[config.mk]
export PLATFORM = sky130hd
export DESIGN_NAME = conv3_mac
export DESIGN_NICKNAME = d
export VERILOG_FILES = /design/src/hdl/conv3_pkg.sv /design/src/hdl/conv3_mac.sv
export SDC_FILE = /design/constraint.sdc
export NUM_CORES = 1
export LEC_CHECK = 0
export ABC_CLOCK_PERIOD_IN_PS = 10500
export BUFFER_PORTS_ARGS = -buffer_cell sky130_fd_sc_hd__buf_4
export CAP_MARGIN = 40
export CELL_PAD_IN_SITES_DETAIL_PLACEMENT = 1
export CELL_PAD_IN_SITES_GLOBAL_PLACEMENT = 2
export CORE_MARGIN = 5
export CORE_UTILIZATION = 44
export CTS_CLUSTER_DIAMETER = 80
export CTS_CLUSTER_SIZE = 10
export DETAILED_ROUTE_END_ITERATION = 6
export PLACE_DENSITY = 0.92
export SETUP_SLACK_MARGIN = 0.5
export SLEW_MARGIN = 5
export SYNTH_ARGS = -nofsm -noshare
export SYNTH_HDL_FRONTEND = slang
export SYNTH_SLANG_ARGS = --single-unit
[constraint.sdc]
create_clock -name i_clk -period 10.5 [get_ports i_clk]
set_input_delay 2.1 -clock i_clk [delete_from_list [all_inputs] [get_ports i_clk]]
set_output_delay 2.1 -clock i_clk [all_outputs]
set_load 0.02 [all_outputs]
[src/hdl/conv3_pkg.sv]
package conv3_pkg;

    // parameter defaults
    localparam int MAX_WIDTH_DEF  = 64;
    localparam int MAX_HEIGHT_DEF = 64;
    localparam int PIXEL_BITS_DEF = 16;

    // kernel words are signed Q4.12
    localparam int COEF_W     = 16;
    localparam int FRAC_SHIFT = 12;
    // headroom for the sum of nine products
    localparam int SUM_GUARD  = 4;

    // configuration port
    localparam int CFG_IDX_W  = 3;
    localparam int CFG_DATA_W = 48;
    localparam int DIM_REG_W  = 7;

    localparam logic [CFG_IDX_W-1:0] CFG_FRAME_WIDTH  = 3'd0;
    localparam logic [CFG_IDX_W-1:0] CFG_FRAME_HEIGHT = 3'd1;
    localparam logic [CFG_IDX_W-1:0] CFG_COEF_TOP     = 3'd2;
    localparam logic [CFG_IDX_W-1:0] CFG_COEF_MIDDLE  = 3'd3;
    localparam logic [CFG_IDX_W-1:0] CFG_COEF_BOTTOM  = 3'd4;

    localparam logic [DIM_REG_W-1:0]  DIM_RESET        = 7'd64;
    // -0.125 around a centre of 2.0
    localparam logic [CFG_DATA_W-1:0] COEF_EDGE_RESET  = 48'hFE00_FE00_FE00;
    localparam logic [CFG_DATA_W-1:0] COEF_MID_RESET   = 48'hFE00_2000_FE00;

    // input actions
    localparam logic ACT_LOAD  = 1'b0;
    localparam logic ACT_FETCH = 1'b1;

    // kernel taps, raster order over the 3x3 window
    localparam int TAP_W = 4;
    localparam logic [TAP_W-1:0] TAP_LAST = 4'd8;

    typedef struct packed {
        logic clr;
        logic vld;
        logic last;
    } t_mac_ctrl;

    function automatic logic [COEF_W-1:0] coef_sel(
        input logic [CFG_DATA_W-1:0] top,
        input logic [CFG_DATA_W-1:0] mid,
        input logic [CFG_DATA_W-1:0] bot,
        input logic [TAP_W-1:0]      tap
    );
        logic [COEF_W-1:0] w;
        w = '0;
        unique case (tap)
            4'd0:    w = top[15:0];
            4'd1:    w = top[31:16];
            4'd2:    w = top[47:32];
            4'd3:    w = mid[15:0];
            4'd4:    w = mid[31:16];
            4'd5:    w = mid[47:32];
            4'd6:    w = bot[15:0];
            4'd7:    w = bot[31:16];
            4'd8:    w = bot[47:32];
            default: w = '0;
        endcase
        return w;
    endfunction

endpackage

[src/hdl/conv3_mac.sv]
module conv3_mac #(
    parameter int PIXEL_BITS = conv3_pkg::PIXEL_BITS_DEF
) (
    input  logic                                 i_clk,
    input  logic                                 i_rst_n,
    input  conv3_pkg::t_mac_ctrl                 i_ctrl,
    input  logic signed [PIXEL_BITS-1:0]         i_pixel,
    input  logic signed [conv3_pkg::COEF_W-1:0]  i_coef,
    output logic signed [PIXEL_BITS+conv3_pkg::COEF_W+conv3_pkg::SUM_GUARD-1:0] o_acc,
    output logic                                 o_done
);

    localparam int PROD_W = PIXEL_BITS + conv3_pkg::COEF_W;
    localparam int ACC_W  = PROD_W + conv3_pkg::SUM_GUARD;

    logic signed [PROD_W-1:0] r_prod;
    logic                     r_pvld;
    logic                     r_plast;
    logic signed [ACC_W-1:0]  r_acc;
    logic                     r_done;

    // multiply stage, registered before the add
    always_ff @(posedge i_clk) begin
        r_prod <= i_pixel * i_coef;
    end

    always_ff @(posedge i_clk) begin
        if (!i_rst_n) begin
            r_pvld  <= 1'b0;
            r_plast <= 1'b0;
            r_done  <= 1'b0;
        end else begin
            r_pvld  <= i_ctrl.vld;
            r_plast <= i_ctrl.last;
            r_done  <= r_pvld && r_plast;
        end
    end

    // accumulate stage, exact sum
    always_ff @(posedge i_clk) begin
        if (i_ctrl.clr) begin
            r_acc <= '0;
        end else if (r_pvld) begin
            r_acc <= r_acc + ACC_W'(r_prod);
        end
    end

    assign o_acc  = r_acc;
    assign o_done = r_done;

endmodule

==> flow_summary.yaml <==
yosys:
  yosys.cell_types.count: 59
  syn_avg_cell_area_sq_um: 9.002
  synthesis.nets: 1927
  ys_warn_count: 0
  synth_cells: 1510
  synth_area_sq_um: 13590
  synth_edf_count: 0
  synth_ff_type: "dfxtp_1"
  yosysSeqAreaShare: 0.1046
  ys_seq_elements: 71
  ys_async_sr_fraction: 0
die:
  core_region_area_sq_um: 30510
  rows: 64
  dieWidth_microns: 185.8
  ios: 74
  start_util: 0.4455
  die-area_sq_um: 34510
  die_y_microns: 185.8
worst_setup_path:
  cp_common_cell: "fa_1"
  r2r-end: "o_acc[35]"
  critPathMaxStageDelay_ns: 0.70
  worstPathArrival_ns: 8.09
  cp_cell_sequence: "buf_4 -> nand2_1 -> inv_1 -> fa_1 -> inv_1 -> fa_1 -> fa_1 -> fa_1 -> fa_1 -> fa_1 -> inv_1 -> ha_1 -> and4_1 -> nor4b_1 -> inv_1 -> o21ai_0 -> nand2_1 -> a21oi_1 -> a211oi_1 -> a21oi_1 -> xor2_1"
  crit_buf_inv: 5
  cp_top_family: "adder cells"
  worstSetupEndpointType: "flop"
  critical_path_class: "in2reg"
  startpoint_type: "input port"
  slowest_stage: "fa_1"
  ff2ff_path_depth: 10
  rrSetupSlack_ns: 7.08
  r2r-start: "o_acc[18]"
  crit_fanout: 16
  worstPathRequired_ns: 10.76
timing:
  period_minus_slack_ns: 7.832
  finalSetupViolations: 0
  rsz0062_at_grt: "false"
  tns_ns: 0
  slew_headroom: 0.6242
  tightest_slew_ns: 0.5586
  fmax_ghz: 0.1277
  slew_violations: 0
  hold_violations: 0
  fin_skew_ns: 0.01594
  finalCritPeriodShare: 0.7459
clock_network:
  cts-resized-gates: 0
  post-cts-setup-buffers: 0
  cts_made_buffers: 9
  clk_root_buffer_cell: "clkbuf_16"
  cts_max_level: 3
  clock-sinks: 71
  tritoncts: "done"
  insertion_delay_ns: 0.35
  clkSlewWorstSetupHoldPaths_ns: 0.06
  clock_path_buffers: 2
  holdBufCountCts: 0
hold_path:
  min_from: "r_plast"
  hold_depth: 1
  hp-class: "reg2reg"
  whs_endpoint: "o_done"
route:
  ant_nets: 0
  drc: 0
  routed_wl_microns: 35030
  drt_iter0_drc: 370
  vias: 10130
  routed_via_density: 5.202
  first_pass_iters: 5
  wire_per_inst_microns: 17.98
finish:
  layout-drive-gt1-share: 0.06701
  num-nets-final: 1964
  area_growth_pct: 8.523
  fillers: 3607
  antenna_cells: 0
grt:
  grt_usage: 0.2117
  grt.overflow.total: 0
  grt_max_degree: 52
  antenna_found_initial: 0
  first_global_vias: 11490
  grt_pass1_wl_microns: 58680
placement:
  dp_hpwl_microns: 29650
  place.gp.congestion: 0.8552
  portBuffers: 73
run_status:
  status: "finished clean"
run:
  cap_violations: 0
-- layer usage --
| layer | up-vias | part of all wire | track usage |
|---|---|---|---|
| met3 | 26 | 0.032 | 0.02111 |
| met1 | 5254 | 0.44 | 0.2866 |
| met2 | 138 | 0.52 | 0.3763 |
| li1 | 4716 | - | - |
| met4 | 0 | 0.011 | 0.03352 |
| met5 | - | 0 | 0 |
-- stage by stage --
step / area, sq um / setup slack (ns) / cells / hold WS [ns] / util
3_5_place_dp: 14470 / 2.291 / 1932 / 0.4671 / 0.4741
3_3_place_gp: 14470 / 2.543 / 1932 / 0.4420 / 0.4741
2_1_floorplan: 13590 / 2.875 / 1510 / 0.4366 / -
4_1_cts: 14750 / 2.630 / 1948 / 0.4830 / 0.4835
6_report: 14750 / 2.668 / 1948 / 0.4761 / 0.4835
5_1_grt: 14750 / 2.210 / 1948 / 0.5005 / 0.4835
-- cell type report --
class / instances / area, sq um / area share
multi-input cells: 1069 / 10780 / 0.7310
clock buffers: 9 / 225.2 / 0.01527
flip-flops and latches: 71 / 1423 / 0.09644
inverters: 322 / 1209 / 0.08193
repair buffers: 74 / 555.5 / 0.03766
clock inverters: 7 / 61.31 / 0.004156
well taps: 396 / 495.5 / 0.03359
-- cells in the mapped netlist (3+ instances only) --
| cell | count | share of area |
|---|---|---|
| or2_2 | 3 | 0.0014 |
| or3_1 | 6 | 0.0028 |
| and4_1 | 4 | 0.0026 |
| nand2b_1 | 23 | 0.011 |
| o21ai_0 | 27 | 0.0099 |
| nor3b_1 | 6 | 0.0033 |
| nor2_1 | 61 | 0.017 |
| o21bai_1 | 9 | 0.0050 |
| nor2b_1 | 9 | 0.0041 |
| a21o_1 | 12 | 0.0066 |
| inv_1 | 322 | 0.089 |
| a211oi_1 | 12 | 0.0066 |
| a31oi_1 | 10 | 0.0046 |
| o221ai_1 | 4 | 0.0026 |
| o22ai_1 | 3 | 0.0014 |
| a21oi_1 | 55 | 0.020 |
| mux2i_1 | 20 | 0.015 |
| nand3_1 | 13 | 0.0048 |
| and2_1 | 126 | 0.058 |
| fa_1 | 263 | 0.39 |
| clkbuf_1 | 47 | 0.013 |
| ha_1 | 117 | 0.11 |
| dfxtp_1 | 71 | 0.10 |
| nor3_1 | 9 | 0.0033 |
| nor4bb_1 | 3 | 0.0022 |
| xnor2_1 | 48 | 0.031 |
| nand2_1 | 158 | 0.044 |
| nor4b_1 | 3 | 0.0019 |
| o21a_1 | 4 | 0.0022 |
| and3_1 | 6 | 0.0028 |
| a211o_1 | 3 | 0.0019 |
| nand4_1 | 5 | 0.0023 |
| xor2_1 | 12 | 0.0077 |
-- flip-flops by register name (all words and copies together) (netlist names) --
| signal | flops |
|---|---|
| o_acc | 36 |
| r_prod | 32 |
| r_plast | 1 |
| r_pvld | 1 |
| o_done | 1 |
-- cell usage in the layout, fill, tap and decap left out, types with 5 or more instances in the layout --
cell type,Yosys,routed
fa_1,263,263
mux2i_1,20,20
xnor2_1,48,48
o21bai_1,9,9
buf_4,0,74
and2_1,126,126
a21oi_1,55,55
nand2_1,158,158
or3_1,6,6
ha_1,117,117
dfxtp_1,71,70
nor2_1,61,61
nand3_1,13,13
nor3_1,9,9
nand4_1,5,5
nor2b_1,9,9
clkbuf_16,0,9
a211oi_1,12,12
nand2b_1,23,23
o21ai_0,27,27
a21o_1,12,12
a31oi_1,10,10
inv_1,322,322
nor3b_1,6,6
and3_1,6,6
xor2_1,12,12
-- cells by family after synthesis --
kind of cell,count (synthesis),share of synthesized area
adder cells (fa/ha/maj),380,0.4950
AO/OA/AOI/OAI,166,0.07953
XOR/XNOR,60,0.03866
AND/OR/NAND/NOR,442,0.1645
multiplexers,21,0.01556
buffers and inverters,370,0.1022
flip-flops,71,0.1046
-- worst max-delay path by stage --
stage | start | to | slack, ns | cells past startpoint
detailed placement | i_pixel[15] | r_prod[30] | 2.29 | 20
global placement | i_pixel[15] | r_prod[30] | 2.54 | 20
finish | i_pixel[15] | r_prod[30] | 2.67 | 21
floorplan | i_pixel[11] | r_prod[21] | 2.87 | 21
global route | i_coef[1] | r_prod[30] | 2.21 | 21
CTS | i_pixel[15] | r_prod[30] | 2.63 | 20
Power is not shown: default switching activity piles up to over one toggle a cycle in this logic, so the estimate is an artifact.
